`src/rtl/deq_pkg.sv`:
```
`timescale 1ns / 1ps
// ----------------------------------------------------------------------------
// deq_pkg
// Shared types and constants for the double-ended queue cell chain.
// ----------------------------------------------------------------------------
package deq_pkg;

  localparam int DEPTH    = 16;
  localparam int CNT_W    = $clog2(DEPTH + 1);
  localparam int VAL_W    = 32;
  localparam int OP_W     = 3;
  localparam int STATUS_W = 2;

  typedef enum logic [OP_W-1:0] {
    OP_INS_FRONT = 3'd0,
    OP_INS_BACK  = 3'd1,
    OP_REM_FRONT = 3'd2,
    OP_REM_BACK  = 3'd3,
    OP_LIST      = 3'd4
  } op_t;

  typedef enum logic [STATUS_W-1:0] {
    ST_OK    = 2'd0,
    ST_EMPTY = 2'd1,
    ST_FULL  = 2'd2
  } status_t;

  typedef enum logic {
    FSM_IDLE = 1'b0,
    FSM_LIST = 1'b1
  } fsm_t;

  // What every cell does this cycle
  typedef enum logic [2:0] {
    CM_HOLD   = 3'd0,
    CM_SHR    = 3'd1,  // take left neighbor (insert at front)
    CM_SHL    = 3'd2,  // take right neighbor (remove from front)
    CM_APPEND = 3'd3,  // tail cell loads the word
    CM_ROTATE = 3'd4   // shift left, last occupied cell takes the head
  } cell_mode_t;

  typedef struct packed {
    cell_mode_t               mode;
    logic signed [VAL_W-1:0]  data;
  } cell_ctl_t;

endpackage

```
`src/rtl/deq_cell.sv`:
```
`timescale 1ns / 1ps
// ----------------------------------------------------------------------------
// deq_cell
// One queue slot: holds a word and trades it with its neighbors.
// ----------------------------------------------------------------------------
module deq_cell (
  input  logic                               clk,
  input  deq_pkg::cell_ctl_t                 ctl,
  input  logic signed [deq_pkg::VAL_W-1:0]   left_val,
  input  logic signed [deq_pkg::VAL_W-1:0]   right_val,
  input  logic signed [deq_pkg::VAL_W-1:0]   head_val,
  input  logic                               at_tail,
  input  logic                               at_last,
  output logic signed [deq_pkg::VAL_W-1:0]   val
);
  import deq_pkg::*;

  logic signed [VAL_W-1:0] val_r;
  logic signed [VAL_W-1:0] val_nxt;

  always_comb begin
    val_nxt = val_r;
    case (ctl.mode)
      CM_HOLD:   val_nxt = val_r;
      CM_SHR:    val_nxt = left_val;
      CM_SHL:    val_nxt = right_val;
      CM_APPEND: val_nxt = at_tail ? ctl.data : val_r;
      CM_ROTATE: val_nxt = at_last ? head_val : right_val;
      default:   val_nxt = val_r;
    endcase
  end

  always_ff @(posedge clk) begin
    val_r <= val_nxt;
  end

  assign val = val_r;

endmodule

```
`src/rtl/deq_ctrl.sv`:
```
`timescale 1ns / 1ps
// ----------------------------------------------------------------------------
// deq_ctrl
// Count, listing sequencer and result register for the queue cell chain.
// ----------------------------------------------------------------------------
module deq_ctrl (
  input  logic                                clk,
  input  logic                                rst_n,
  input  logic                                in_valid,
  output logic                                in_ready,
  input  logic [deq_pkg::OP_W-1:0]            in_operation,
  input  logic signed [deq_pkg::VAL_W-1:0]    in_value,
  output logic                                out_valid,
  input  logic                                out_ready,
  output logic [deq_pkg::STATUS_W-1:0]        out_status,
  output logic signed [deq_pkg::VAL_W-1:0]    out_element,
  output logic                                out_last_of_run,
  input  logic signed [deq_pkg::VAL_W-1:0]    head_val,
  output deq_pkg::cell_ctl_t                  cell_ctl,
  output logic [deq_pkg::CNT_W-1:0]           count
);
  import deq_pkg::*;

  fsm_t                    state_r, state_nxt;
  logic [CNT_W-1:0]        count_r, count_nxt;
  logic [CNT_W-1:0]        rem_r, rem_nxt;
  logic                    out_valid_r, out_valid_nxt;
  status_t                 status_r, status_nxt;
  logic signed [VAL_W-1:0] elem_r, elem_nxt;
  logic                    last_r, last_nxt;
  logic                    out_free;
  logic                    full, empty;

  assign out_free = !out_valid_r || out_ready;
  assign full     = (count_r == CNT_W'(DEPTH));
  assign empty    = (count_r == '0);
  assign in_ready = (state_r == FSM_IDLE) && out_free;

  always_comb begin
    state_nxt     = state_r;
    count_nxt     = count_r;
    rem_nxt       = rem_r;
    out_valid_nxt = out_valid_r && !out_ready;
    status_nxt    = status_r;
    elem_nxt      = elem_r;
    last_nxt      = last_r;
    cell_ctl.mode = CM_HOLD;
    cell_ctl.data = in_value;

    case (state_r)
      FSM_IDLE: begin
        if (in_valid && in_ready) begin
          out_valid_nxt = 1'b1;
          status_nxt    = ST_OK;
          elem_nxt      = '0;
          last_nxt      = 1'b1;
          case (op_t'(in_operation))
            OP_INS_FRONT: begin
              if (full) begin
                status_nxt = ST_FULL;
              end else begin
                cell_ctl.mode = CM_SHR;
                count_nxt     = count_r + 1'b1;
              end
            end
            OP_INS_BACK: begin
              if (full) begin
                status_nxt = ST_FULL;
              end else begin
                cell_ctl.mode = CM_APPEND;
                count_nxt     = count_r + 1'b1;
              end
            end
            OP_REM_FRONT: begin
              if (empty) begin
                status_nxt = ST_EMPTY;
              end else begin
                cell_ctl.mode = CM_SHL;
                count_nxt     = count_r - 1'b1;
              end
            end
            OP_REM_BACK: begin
              if (empty) begin
                status_nxt = ST_EMPTY;
              end else begin
                count_nxt = count_r - 1'b1;
              end
            end
            OP_LIST: begin
              if (empty) begin
                status_nxt = ST_EMPTY;
              end else begin
                // first word goes out now; ring turns once per word
                cell_ctl.mode = CM_ROTATE;
                elem_nxt      = head_val;
                last_nxt      = (count_r == CNT_W'(1));
                rem_nxt       = count_r - 1'b1;
                if (count_r != CNT_W'(1)) begin
                  state_nxt = FSM_LIST;
                end
              end
            end
            default: ;
          endcase
        end
      end
      FSM_LIST: begin
        if (out_free) begin
          cell_ctl.mode = CM_ROTATE;
          out_valid_nxt = 1'b1;
          status_nxt    = ST_OK;
          elem_nxt      = head_val;
          last_nxt      = (rem_r == CNT_W'(1));
          rem_nxt       = rem_r - 1'b1;
          if (rem_r == CNT_W'(1)) begin
            state_nxt = FSM_IDLE;
          end
        end
      end
      default: state_nxt = FSM_IDLE;
    endcase
  end

  always_ff @(posedge clk) begin
    if (!rst_n) begin
      state_r     <= FSM_IDLE;
      count_r     <= '0;
      rem_r       <= '0;
      out_valid_r <= 1'b0;
    end else begin
      state_r     <= state_nxt;
      count_r     <= count_nxt;
      rem_r       <= rem_nxt;
      out_valid_r <= out_valid_nxt;
    end
  end

  always_ff @(posedge clk) begin
    status_r <= status_nxt;
    elem_r   <= elem_nxt;
    last_r   <= last_nxt;
  end

  assign out_valid       = out_valid_r;
  assign out_status      = status_r;
  assign out_element     = elem_r;
  assign out_last_of_run = last_r;
  assign count           = count_r;

endmodule

```
`src/rtl/double_ended_queue.sv`:
```
`timescale 1ns / 1ps
// A result word is registered in the cycle after its input word is taken.
// Inserts and removals are taken back to back while results are drained; a
//   listing holds off the input until its last element has been given out.
// Reset clears the count, sequencer and result valid; cell contents are left
//   as they are and are never read before being written.
// ----------------------------------------------------------------------------
// double_ended_queue
// Deque of signed 32-bit words held in a chain of shifting cells.
// ----------------------------------------------------------------------------
module double_ended_queue (
  input  logic                                clk,
  input  logic                                rst_n,
  input  logic                                in_valid,
  output logic                                in_ready,
  input  logic [deq_pkg::OP_W-1:0]            in_operation,
  input  logic signed [deq_pkg::VAL_W-1:0]    in_value,
  output logic                                out_valid,
  input  logic                                out_ready,
  output logic [deq_pkg::STATUS_W-1:0]        out_status,
  output logic signed [deq_pkg::VAL_W-1:0]    out_element,
  output logic                                out_last_of_run
);
  import deq_pkg::*;

  cell_ctl_t               cell_ctl;
  logic [CNT_W-1:0]        count;
  logic signed [VAL_W-1:0] cell_val [DEPTH];

  deq_ctrl u_ctrl (
    .clk             (clk),
    .rst_n           (rst_n),
    .in_valid        (in_valid),
    .in_ready        (in_ready),
    .in_operation    (in_operation),
    .in_value        (in_value),
    .out_valid       (out_valid),
    .out_ready       (out_ready),
    .out_status      (out_status),
    .out_element     (out_element),
    .out_last_of_run (out_last_of_run),
    .head_val        (cell_val[0]),
    .cell_ctl        (cell_ctl),
    .count           (count)
  );

  for (genvar i = 0; i < DEPTH; i++) begin : g_cell
    logic signed [VAL_W-1:0] left_val;
    logic signed [VAL_W-1:0] right_val;

    if (i == 0) begin : g_first
      assign left_val = cell_ctl.data;
    end else begin : g_mid_l
      assign left_val = cell_val[i-1];
    end

    if (i == DEPTH - 1) begin : g_end
      assign right_val = '0;
    end else begin : g_mid_r
      assign right_val = cell_val[i+1];
    end

    deq_cell u_cell (
      .clk       (clk),
      .ctl       (cell_ctl),
      .left_val  (left_val),
      .right_val (right_val),
      .head_val  (cell_val[0]),
      .at_tail   (count == CNT_W'(i)),
      .at_last   (count == CNT_W'(i + 1)),
      .val       (cell_val[i])
    );
  end

endmodule
```
`config.mk`:
```
export PLATFORM = sky130hd
export DESIGN_NAME = double_ended_queue
export DESIGN_NICKNAME = d
export VERILOG_FILES = /design/src/rtl/deq_pkg.sv /design/src/rtl/deq_cell.sv /design/src/rtl/deq_ctrl.sv /design/src/rtl/double_ended_queue.sv
export SDC_FILE = /design/constraint.sdc
export NUM_CORES = 1
export LEC_CHECK = 0
export BUFFER_PORTS_ARGS = -buffer_cell sky130_fd_sc_hd__buf_2
export CELL_PAD_IN_SITES_DETAIL_PLACEMENT = 1
export CELL_PAD_IN_SITES_GLOBAL_PLACEMENT = 2
export CORE_MARGIN = 8
export CORE_UTILIZATION = 44
export DETAILED_ROUTE_END_ITERATION = 7
export PLACE_DENSITY_LB_ADDON = 0.12
export SLEW_MARGIN = 20
export SYNTH_ARGS = -nofsm -noshare
export SYNTH_HDL_FRONTEND = slang
export SYNTH_SLANG_ARGS = --single-unit
```
`constraint.sdc`:
```
create_clock -name clk -period 8 [get_ports clk]
set_input_delay 0.4 -clock clk [delete_from_list [all_inputs] [get_ports clk]]
set_output_delay 0.4 -clock clk [all_outputs]
set_load 0.01 [all_outputs]
```
## Word level (Yosys, flattened, before mapping)

Index checks and enable logic that the tools add are counted.

| cells by class | value |
|---|---|
| multiplexer cells | 89 |
| bitwise operators | 1 |
| reduce and logical (&&, ||, !) cells | 32 |
| equal/unequal tests | 49 |
| $add $sub $neg | 3 |

Operators by type and width:

| cell | number |
|---|---|
| 32-bit one-hot mux with 4 select lines | 16 |
| 32-bit two-way mux | 36 |
| 32-bit one-hot mux with 2 select lines | 1 |
| 5-bit by 4-bit equality test with 1-bit output, second input constant | 8 |
| 2-bit by 1-bit != test with 1-bit output, second input constant | 16 |
| 2-bit AND reduction | 16 |
| 5-bit two-way mux | 5 |
| 5-bit by 3-bit equality test with 1-bit output, second input constant | 4 |
| 5-bit one-hot mux with 2 select lines | 2 |
| 1-bit two-way mux | 14 |
| 2-bit != test, second input constant | 7 |
| 3-bit by 2-bit equality test with 1-bit output, second input constant | 4 |
| 3-bit one-hot mux with 4 select lines | 1 |
| 5-bit by 1-bit equality test with 1-bit output, second input constant | 2 |
| 5-bit by 2-bit equality test with 1-bit output, second input constant | 2 |
| 2-bit two-way mux | 5 |
| 5-bit by 1-bit subtractor with 5-bit output, second input constant | 2 |
| 3-bit two-way mux | 3 |
| 2-bit one-hot mux with 2 select lines | 2 |
| 3-bit by 1-bit equality test with 1-bit output, second input constant | 2 |
| 3-bit equality test, second input constant | 2 |
| 1-bit one-hot mux with 2 select lines | 3 |
| 3-bit one-hot mux with 2 select lines | 1 |
| 5-bit by 1-bit adder with 5-bit output, second input constant | 1 |
| 15 further kinds | 19 |

| word-level totals | value |
|---|---|
| output and inout port bits | 37 |
| input bits | 39 |
| flip-flop bits (word level) | 559 |

## Longest topological paths before layout

Gate-level depths: netlist (run 1).

| logic depth | value |
|---|---|
| depth after elaboration | 9 |
| depth in mapped cells | 11 |
| gate-level depth less buffers | 7 |

## Modules after synthesis

Synthesis (run 1) repeated with hierarchy kept, for this count alone.

| second synthesis, totals | value |
|---|---|
| cells, all modules | 4549 |
| area, all modules | 44692.9 um^2 |

By module, submodules not included:

| module | seq. area each (um^2) | times used | area each (um^2) | cells each |
|---|---|---|---|---|
| deq_cell | 960.9 | 16 | 2625.0 | 268 |
| deq_ctrl | 1291.2 | 1 | 2514.9 | 231 |
| double_ended_queue | 0.0 | 1 | 177.7 | 30 |

## Least setup slack after synthesis (run 1)

OpenSTA, ideal clock, no wires.

| timing path | value |
|---|---|
| kind | register to register |
| from | register u_ctrl.count_r[0], in the netlist u_ctrl.count[0] |
| to | register g_cell[0].u_cell.val_r[0] (enable) |
| period minus slack after synthesis | 4.780 ns |
| path buffers | 2 |
| slack | 3.220 ns |
| data arrival time | 4.310 ns |
| required time | 7.530 ns |
| cell stages (with the launch flop) | 10 |
| path through | dfxtp_1 inv_1 ha_1 or4b_1 buf_2 a22oi_2 o22ai_1 clkbuf_1 nor2_2 a211oi_1 |

| between the ends | value |
|---|---|
| word-level cells in the longest chain between the ends | 8 |
| elaborated cells between the ends (all ways) | 18 |
| those cells by class | eq/ne (8); mux (7); reduce/logical (3) |

Ends and longest elaborated chain:

| element | line | text |
|---|---|---|
| start, declared | deq_ctrl.sv:25 | `logic [CNT_W-1:0] count_r, count_nxt;` |
| start signal, assigned | deq_ctrl.sv:132 | `count_r <= count_nxt;` |
| 5-bit equality test / 5-bit logical NOT (equally long branches) | deq_ctrl.sv:35, deq_ctrl.sv:36, double_ended_queue.sv:69 |  |
| 2-bit two-way mux, or another cell as far along | deq_ctrl.sv:67 | `if (full) begin` |
| 3-bit one-hot mux with 4 select lines | deq_ctrl.sv:57 | `case (op_t'(in_operation))` |
| 3-bit two-way mux | deq_ctrl.sv:52 | `if (in_valid && in_ready) begin` |
| 3-bit one-hot mux with 2 select lines | deq_ctrl.sv:50 | `case (state_r)` |
| 3-bit equality test, or another cell as far along | deq_cell.sv:23 | `case (ctl.mode)` |
| 2-bit != test (no source line), or another cell as far along | -- |  |
| 3-bit AND reduction (no source line) (*) | -- |  |
| end signal, assigned | deq_cell.sv:34 | `val_r <= val_nxt;` |
| end, declared | deq_cell.sv:18 | `logic signed [VAL_W-1:0] val_r;` |

Every way passes the cells marked *; elsewhere a longest branch is shown, timed or not.
A chain may end at the register's enable or synchronous reset.

## Worst setup path in the final report (run 1)

| timing path | value |
|---|---|
| from | register u_ctrl.count_r[0], in the netlist u_ctrl.count[0] |
| to | register g_cell[5].u_cell.val_r[11], data pin |

| between the ends | value |
|---|---|
| word-level cells in the longest chain between the ends | 7 |
| elaborated cells between the ends (all ways) | 16 |
| those cells by class | eq/ne (6); mux (9); reduce/logical (1) |

Ends and longest elaborated chain:

| element | line | text |
|---|---|---|
| 5-bit equality test / 5-bit logical NOT (equally long branches) | deq_ctrl.sv:35, deq_ctrl.sv:36 |  |
| 2-bit two-way mux, or another cell as far along | deq_ctrl.sv:67 |  |
| 3-bit one-hot mux with 4 select lines | deq_ctrl.sv:57 |  |
| 3-bit two-way mux | deq_ctrl.sv:52 |  |
| 3-bit one-hot mux with 2 select lines | deq_ctrl.sv:50 |  |
| 3-bit equality test, or another cell as far along | deq_cell.sv:23 |  |
| 32-bit one-hot mux with 4 select lines (*) | deq_cell.sv:23 |  |
| via g_cell[5].u_cell.val_nxt[11] | deq_cell.sv:19 | `logic signed [VAL_W-1:0] val_nxt;` |
| end signal, assigned | deq_cell.sv:34 |  |
| end, declared | deq_cell.sv:18 |  |

The timed path passes the listed nets; every way through them passes the cells marked *.

==> out/qor.txt, run 1 <==
Leakage: 9.52 nW
Post-DP HPWL: 61300 µm
Min-delay src: in_value[20]
Multi-input gate area: 10900 µm²
Die height: 268 µm
Flops & latches, synth: 559
Pins Over Slew Limit: 0
DRC: 0
CP max stage cell: buf_4
Most used DFF post-synth: edfxtp_1
Worst Skew: 0.0197 ns
RSZ-0062 raised after global routing: no
Total setup buffers inserted after CTS: 0
Crit path top cell by count: buf_4
Diodes inserted: 0
Achievable Freq: 0.204 GHz
Routability cong.: 0.824
CTS buffer count: 61
P per Cell Area: 240 nW/µm²
Tot Pwr: 7.56 mW
Die area: 71700 µm²
Netlist Area Pre-Place: 27900 µm²
Initial antenna violation count: 1
Nets: 2889
Drt first pass iters: 5
Initial Util: 44.4%
Worst-path clk slew: 0.06 ns
# port buffers: 75
CP Capture Type: flip-flop
Routed length per placed instance: 29.3 µm
DIE WIDTH: 268 µm
Vias: 23900
Vias per Instance: 6.41
Crit path launch: u_ctrl.count[0]
Final setup vio count: 0
Pint: 5.47 mW
Clock Path Buffers: 3
Drt total wl: 110000 µm
Cell count after placement: 3621
Htree depth: 2
Detail Route Antenna Nets: 0
Gr usage total: 30.1%
Comb pwr share: 13.6%
Layout Utilization: 50.1%
Clk_lat worst skew: 0.63 ns
Shortest period the worst path allows: 4.89 ns
Sequential area share after synthesis: 59.7%
Cell variety after synth: 56
Congestion Overflow GR: 0
Startpoint types: flip-flop
Worst R2R Start: u_ctrl.count[0]
FP Rows: 92
Net Sw Frac: 27.6%
CP required: 8.46 ns
Max VDD drop: 0.176 mV
CP Cell Sequence: inv_1, ha_1, or4b_1, a22oi_2, buf_4, o22ai_4, buf_4, buf_4, nor2_1, a31oi_1
Placed cell areas: 29500 µm²
Fin crit share: 61.2%
Layout cell share with drive strength beyond 1: 10.2%
Core area: 62900 µm²
Top-area cell type share of the netlist area: 58.9%
Final Non-Filler Cells: 3735
Final instance area: 31500 µm²
Ys Warns: 0
Io pins: 76
Relative max-transition margin: 24.6%
Top post-synthesis cells by area: edfxtp_1, nand2_1, a31oi_1
Synthesized instance count: 2880
Commonest non-fill, non-tap cell in the layout: nand2_1
Final Hold Viols: 0
NetSw: 2.09 mW
Fillcell total: 6927
PostCTS Resize Cnt: 0
Commonest cells after routing, fill and taps aside: nand2_1, edfxtp_1, nor2_1
EDFF count, synth: 547
Vias in the first global route: 24700
Hold WC Path Type: primary input to flip-flop
Least-Margin Pin Slew: 1.13 ns
Largest net degree at the start of global routing: 93
Buf/Inv on CP: 4
Async set-reset flop share out of synthesis: 0%
Max-cap violation count: 0
Status: complete, no violations
Synthesized area per cell: 9.69 µm²
Storage cell area: 16700 µm²
Worst stage delay on the critical path: 0.89 ns
Clock Power Share: 37.3%
Crit-path leading delay family: buffers and inverters
Crit path max fanout: 85
Seq pwr share: 49.1%
Setup TNS: 0 ns
Initial DRC count: 2389
CP arrival: 5.35 ns
Hold Buf Count CTS: 0
Area leader, netlist: edfxtp_1
First-pass GRT wire length: 163000 µm
Clock Sink Count: 559
CTS tree: yes
Layout area overhead: 12.8%
Syn_nets: 2927
CTS root buffer: clkbuf_16
Crit path kind: flip-flop to flip-flop
[power by group through the flow]
stage | Clock [mW] | Combinational, mW | Sequential [mW]
after global routing | 2.94 | 1.10 | 3.74
after detailed placement | 0 | 1.01 | 3.77
after CTS | 2.85 | 1.01 | 3.71
final | 2.82 | 1.03 | 3.71
after floorplan | 0 | 0.605 | 3.73
after global placement | 0 | 0.968 | 3.76
[synthesized netlist by cell type (all sizes together) (2+ instances only)]
cell and instances:
nand4b 3, a21oi 49, nor2b 37, nor3 6
a21o 5, and2 69, o32ai 5, nand3 33
a211oi 2, a221o 64, clkbuf 184, xnor2 6
buf 61, o21ai 5, dfxtp 12, o221a 2
inv 8, nand2 825, ha 8, nand3b 2
mux2i 5, a21boi 4, o22ai 10, nor2 449
or2 2, edfxtp 547, nor3b 4, o31ai 2
and3 2, a31oi 417, nand2b 3, mux2 32
[layer usage]
metal / GRT usage (%) / part of all wire, % / up-vias
met4: 10.5 / 3.5 / 0
li1: - / - / 10200
met5: 0 / 0 / -
met1: 41.5 / 42 / 12400
met3: 3.66 / 7.6 / 242
met2: 49.1 / 47 / 1113
[metrics by stage]
step / hold slack (ns) / setup WS (ns)
final: 0.0713 / 3.11
after global routing: 0.0778 / 2.82
after CTS: 0.0441 / 3.01
after detailed placement: 0.486 / 3.05
after global placement: 0.483 / 3.17
after floorplan: 0.454 / 3.22
[path summary, 6_finish.rpt]
check	slack, ns	depth (start not counted)	to
max	3.11	10	g_cell[5].u_cell.val[11]
min	0.07	2	g_cell[0].u_cell.val[20]
min reg2reg	0.51	2	u_ctrl.rem_r[1]
max reg2reg	3.11	10	g_cell[5].u_cell.val[11]
[cell families after synthesis]
group / Yosys count / synth area share (%)
xor gates and xnor gates: 6 / 0.188
muxes: 37 / 1.47
AOI/OAI and AO/OA: 575 / 13.8
adders and majority gates: 8 / 0.359
DFF: 559 / 59.7
buffers and inverters: 253 / 3.56
and+or+nand+nor: 1442 / 20.9
[sequential cells by signal, summed over array words and instances, names as in the netlist]
register and flops:
g_cell.u_cell.val 512, u_ctrl.count 5, u_ctrl.out_element 32, u_ctrl.out_last_of_run 1, u_ctrl.out_status 2, u_ctrl.out_valid 1
u_ctrl.rem_r 5, u_ctrl.state_r 1
[final cells by class]
type | count | area share, %
Clock buffer | 80 | 5.14
Clock inverter | 30 | 0.938
Inverter | 8 | 0.0954
Multi-Input combinational cell | 2068 | 34.5
Sequential cell | 559 | 53.0
Tap cell | 846 | 3.36
Timing Repair Buffer | 144 | 2.97
No activity file was read; power rests on OpenSTA's default activity.
==> inputs of run 2 (changes only) <==
Settings changed: CORE_UTILIZATION 44 to 41.
Clock period 8 ns to 4.72 ns, I/O delays scaled along.
==> run 2 against run 1 <==
Against the previous run: first-iteration DRC count is 12% higher; combinational power is 76% higher; clock power up 81%; via count grew 1.3%; global-route usage is 1.8 points lower; sequential power is 69% higher; highest routed layer unchanged; fmax increased by 20%; die area is 6.9% higher; final cell count up 2.5%; critical path depth decreased by 1.
==> out/qor.txt, run 2 (synthesis gave the netlist of run 1 again) <==
Setup TNS: 0 ns (unchanged)
Fillcell total: 7418 (+7.1%)
# port buffers: 75 (unchanged)
Drt total wl: 112000 µm (+2.0%)
Least-Margin Pin Slew: 1.12 ns (-0.0150 ns)
CP arrival: 4.36 ns (-0.99 ns)
Max reg flops: 512 (unchanged)
Initial DRC count: 2676 (+12%)
Final Hold Viols: 0 (unchanged)
Vias per Instance: 6.33 (-1.2%)
Routed length per placed instance: 29.2 µm (-0.54%)
Status: complete, no violations
Placement Setup Slack: 0.685 ns (-2.36 ns)
Relative max-transition margin: 25.3% (+0.67 points)
Routability cong.: 0.816 (-0.98%)
DRC: 0 (unchanged)
Vias: 24300 (+1.3%)
CP required: 5.01 ns (-3.45 ns)
Die area: 76600 µm² (+6.9%)
Startpoint types: flip-flop
Vias in the first global route: 24800 (+0.54%)
Shortest period the worst path allows: 4.07 ns (-0.818 ns)
Clock Sink Count: 559 (unchanged)
P per Cell Area: 409 nW/µm² (+70%)
Commonest non-fill, non-tap cell in the layout: nand2_1
Drt first pass iters: 6 (+1)
Pins Over Slew Limit: 0 (unchanged)
Layout area overhead: 15.6%
Final Worst Setup Slack: 0.646 ns (-2.46 ns)
Leakage: 9.90 nW (+4.0%)
Achievable Freq: 0.245 GHz (+20%)
Diodes inserted: 0 (unchanged)
Largest net degree at the start of global routing: 177 (+90%)
CTS buffer count: 67 (+9.8%)
CTS root buffer: clkbuf_16
Layout Utilization: 47.9% (-2.1 points)
Initial antenna violation count: 1 (unchanged)
Io pins: 76 (unchanged)
Crit path kind: flip-flop to flip-flop
Gr usage total: 28.3% (-1.8 points)
Nets: 2955 (+2.3%)
First-pass GRT wire length: 165000 µm (+1.8%)
Detail Route Antenna Nets: 0 (unchanged)
Max-cap violation count: 0 (unchanged)
Htree depth: 3 (+1)
CP Capture Type: flip-flop
Die height: 277 µm (+3.4%)
Core area: 67300 µm² (+7.0%)
Initial Util: 41.5% (-2.9 points)
Worst-path clk slew: 0.06 ns (about the same)
Hold WC Path Type: primary input to flip-flop
DIE WIDTH: 277 µm (+3.4%)
PostCTS Resize Cnt: 0 (unchanged)
Clock Path Buffers: 3 (unchanged)
Fin crit share: 86.3% (+25 points)
RSZ-0062 raised after global routing: no
Max VDD drop: 0.224 mV (+27%)
Commonest cells after routing, fill and taps aside: nand2_1, edfxtp_1, nor2_1
Layout cell share with drive strength beyond 1: 10.9% (+0.68 points)
Clk_lat worst skew: 0.61 ns (-0.02 ns)
Final setup vio count: 0 (unchanged)
Post-DP HPWL: 63700 µm (+4.0%)
FP Rows: 95 (+3.3%)
CTS tree: yes
Worst Skew: 0.0176 ns (-0.00208 ns)
Crit path max fanout: 23 (-73%)
Congestion Overflow GR: 0 (unchanged)
==> run 2: layout make-up <==
cell class,instances,area [µm²],share of cell area [%]
Sequential cell,559,16700,51.7
Multi-Input combinational cell,2068,10900,33.6
Clock buffer,88,1840,5.71
Timing Repair Buffer,204,1530,4.75
Tap cell,873,1090,3.39
Clock inverter,30,239,0.741
Inverter,8,30.0,0.0931
==> run 2: final timing paths <==
| path | slack, ns | start | endpoint | cells after the start |
|---|---|---|---|---|
| max | 0.65 | u_ctrl.count[0] | g_cell[13].u_cell.val[1] | 9 |
| min | 0.07 | in_value[14] | g_cell[0].u_cell.val[14] | 2 |
| max reg2reg | 0.65 | u_ctrl.count[0] | g_cell[13].u_cell.val[1] | 9 |
| min reg2reg | 0.49 | u_ctrl.rem_r[1] | u_ctrl.rem_r[1] | 2 |
==> run 2: timing repair <==
action                                 CTS  global route
endpoints found under the hold margin   43             0
buffers inserted                         0             0
hold buffers                            35             0
==> run 2: metal layers <==
metal | part of all wire [%] | vias to the layer above | track usage (%)
met3 | 8.6 | 176 | 4.29
met4 | 2.5 | 0 | 7.82
met2 | 46 | 1162 | 44.9
li1 | - | 10400 | -
met5 | 0 | - | 0
met1 | 43 | 12500 | 40.1
==> run 2: worst max-delay path, cell delays in order, from the launching register on <==
cell and delay (ns):
dfxtp_1 0.36, inv_1 0.16, ha_1 0.34, or4b_1 0.70, a21oi_4 0.53, o22ai_4 0.23
nor2_4 0.52, buf_4 0.36, a21oi_4 0.13, buf_4 0.35
==> run 2: per-stage QoR <==
step | cells | cell area [µm²] | hold slack (ns) | power (mW)
finish | 3830 | 32300 | 0.0677 | 13.2
detailed placement | 3676 | 29800 | 0.493 | 8.13
floorplan | 2880 | 27900 | 0.369 | 7.34
global placement | 3676 | 29800 | 0.478 | 8.06
global route | 3830 | 32300 | 0.0380 | 13.6
CTS | 3829 | 32200 | 0.0318 | 13.3
==> run 2: power by group <==
group          internal [mW]  switching, mW
registers               6.05          0.233
logic                  0.542           1.27
clock network           2.96           2.15
==> inputs of run 3 (changes only) <==
Settings changed: CORE_UTILIZATION 41 to 37, SKIP_CTS_REPAIR_TIMING from default to 1.
Clock period 4.72 ns to 3.4 ns, I/O delays scaled along.
==> run 3 against run 2 <==
Against the previous run: flip-flop and latch count unchanged; core utilization shrank 3.4 points; combinational power is 51% higher; sequential power is 39% higher; clock-buffer cell count up 3; sequential share of layout area decreased by 1.5 points; largest power group unchanged.
==> out/qor.txt, run 3 (synthesis gave the netlist of run 1 again) <==
Status: complete, no violations
Routability cong.: 0.816 (about the same)
Nets: 2991 (+1.2%)
Crit path max fanout: 18 (-22%)
Max VDD drop: 0.299 mV (+34%)
Min-delay src: in_value[9]
Clock Path Buffers: 3 (unchanged)
Pins Over Slew Limit: 0 (unchanged)
Startpoint types: flip-flop
Clk_lat worst skew: 0.61 ns (about the same)
Clock Sink Count: 559 (unchanged)
Die area: 84400 µm² (+10%)
Final instance area: 33200 µm² (+3.1%)
Max reg flops: 512 (unchanged)
Layout Utilization: 44.6% (-3.4 points)
Layout cell share with drive strength beyond 1: 12.8% (+1.9 points)
Leakage: 10.2 nW (+2.8%)
DIE WIDTH: 291 µm (+5.0%)
P per Cell Area: 551 nW/µm² (+35%)
RSZ-0062 raised after global routing: no
Shortest period the worst path allows: 3.25 ns (-0.829 ns)
Detail Route Antenna Nets: 0 (unchanged)
CP Capture Type: flip-flop
CP arrival: 3.53 ns (-0.83 ns)
Crit path launch: u_ctrl.count[0]
Diodes inserted: 0 (unchanged)
FP Rows: 100 (+5.3%)
Relative max-transition margin: 23.4% (-1.9 points)
Vias per Instance: 6.17 (-2.6%)
First-pass GRT wire length: 169000 µm (+2.2%)
Largest net degree at the start of global routing: 175 (-1.1%)
Final setup vio count: 0 (unchanged)
CP required: 3.69 ns (-1.32 ns)
# port buffers: 75 (unchanged)
Commonest cells after routing, fill and taps aside: nand2_1, edfxtp_1, nor2_1
Die height: 291 µm (+5.0%)
Max-cap violation count: 0 (unchanged)
Commonest non-fill, non-tap cell in the layout: nand2_1
Hold WC Path Type: primary input to flip-flop
CTS buffer count: 67 (unchanged)
Setup TNS: 0 ns (unchanged)
Fin crit share: 95.5% (+9.1 points)
Worst R2R Start: u_ctrl.count[0]
Final Hold Viols: 0 (unchanged)
Layout area overhead: 19.2%
Drt total wl: 117000 µm (+5.1%)
Placed cell areas: 30400 µm² (+2.1%)
Final Non-Filler Cells: 3963 (+3.5%)
CTS root buffer: clkbuf_16
Initial DRC count: 2348 (-12%)
Core area: 74600 µm² (+11%)
Vias in the first global route: 24400 (-1.6%)
Crit path kind: flip-flop to flip-flop
Cell count after placement: 3781 (+2.9%)
Initial Util: 37.4% (-4.1 points)
Initial antenna violation count: 3 (+2)
DRC: 0 (unchanged)
Worst Skew: 0.0245 ns (+0.00687 ns)
Achievable Freq: 0.308 GHz (+26%)
Gr usage total: 26.5% (-1.7 points)
Io pins: 76 (unchanged)
Drt first pass iters: 5 (-1)
Vias: 24400 (+0.76%)
Htree depth: 3 (unchanged)
Congestion Overflow GR: 0 (unchanged)
Routed length per placed instance: 29.6 µm (+1.6%)
Least-Margin Pin Slew: 1.15 ns (+0.0313 ns)
Worst-path clk slew: 0.06 ns (about the same)
Hold slack: 0.0341 ns (-0.0337 ns)
Fillcell total: 8195 (+10%)
CTS tree: yes
Post-DP HPWL: 68200 µm (+7.0%)
[run 3: changes by cell type in the layout (fill, tap and decap cells not counted), moves of 3 or more]
| cell | previous run | this run |
|---|---|---|
| buf_4 | 85 | 75 |
| clkbuf_1 | 17 | 21 |
| a21oi_1 | 31 | 5 |
| bufinv_16 | 4 | 1 |
| a21oi_2 | 4 | 30 |
| buf_12 | 8 | 47 |
| buf_16 | 0 | 3 |
| buf_6 | 0 | 4 |
[run 3: report_power, final]
group / internal [mW] / switching [mW] / total, mW
Sequential: 8.39 / 0.334 / 8.73
Combinational: 0.903 / 1.83 / 2.73
Clock: 3.84 / 3.02 / 6.86
[run 3: through the flow]
step	setup slack (ns)	power, mW
after floorplan	-0.672	10.2
after global placement	0.129	11.3
after detailed placement	-0.00456	11.4
after CTS	-0.0117	18.3
after global routing	0.0224	18.9
final	0.155	18.3
[run 3: final timing paths]
check	to	slack [ns]	cells past startpoint
setup reg to reg	g_cell[4].u_cell.val[2]	0.15	9
setup / recovery	g_cell[4].u_cell.val[2]	0.15	9
hold / removal	g_cell[0].u_cell.val[9]	0.03	2
hold reg to reg	u_ctrl.rem_r[1]	0.50	2
[run 3: final cells by class]
cell class	instances	area, µm²	area share [%]
flip-flops and latches	559	16700	50.1
clock inverters	28	160	0.482
inverters	8	30.0	0.0903
multi-input cells	2068	11000	33.0
repair buffers	240	2380	7.17
clock buffers	91	1830	5.51
well taps	969	1210	3.65
[run 3: metal layers]
metal / vias to the layer above / routed length [µm] / GRT usage [%]
li1: 10400 / - / -
met3: 213 / 9180 / 3.98
met2: 1136 / 53700 / 42.3
met4: 0 / 3390 / 8.19
met1: 12700 / 51200 / 37.1
met5: - / 0 / 0
[run 3: worst max-delay path, stage by stage (launching register included)]
cell and delay (ns):
dfxtp_1 0.44, inv_1 0.14, ha_1 0.26, nand4bb_1 0.27
a22oi_2 0.16, o22ai_4 0.18, nor2_4 0.07, buf_12 0.16
nor2_4 0.81, buf_4 0.41
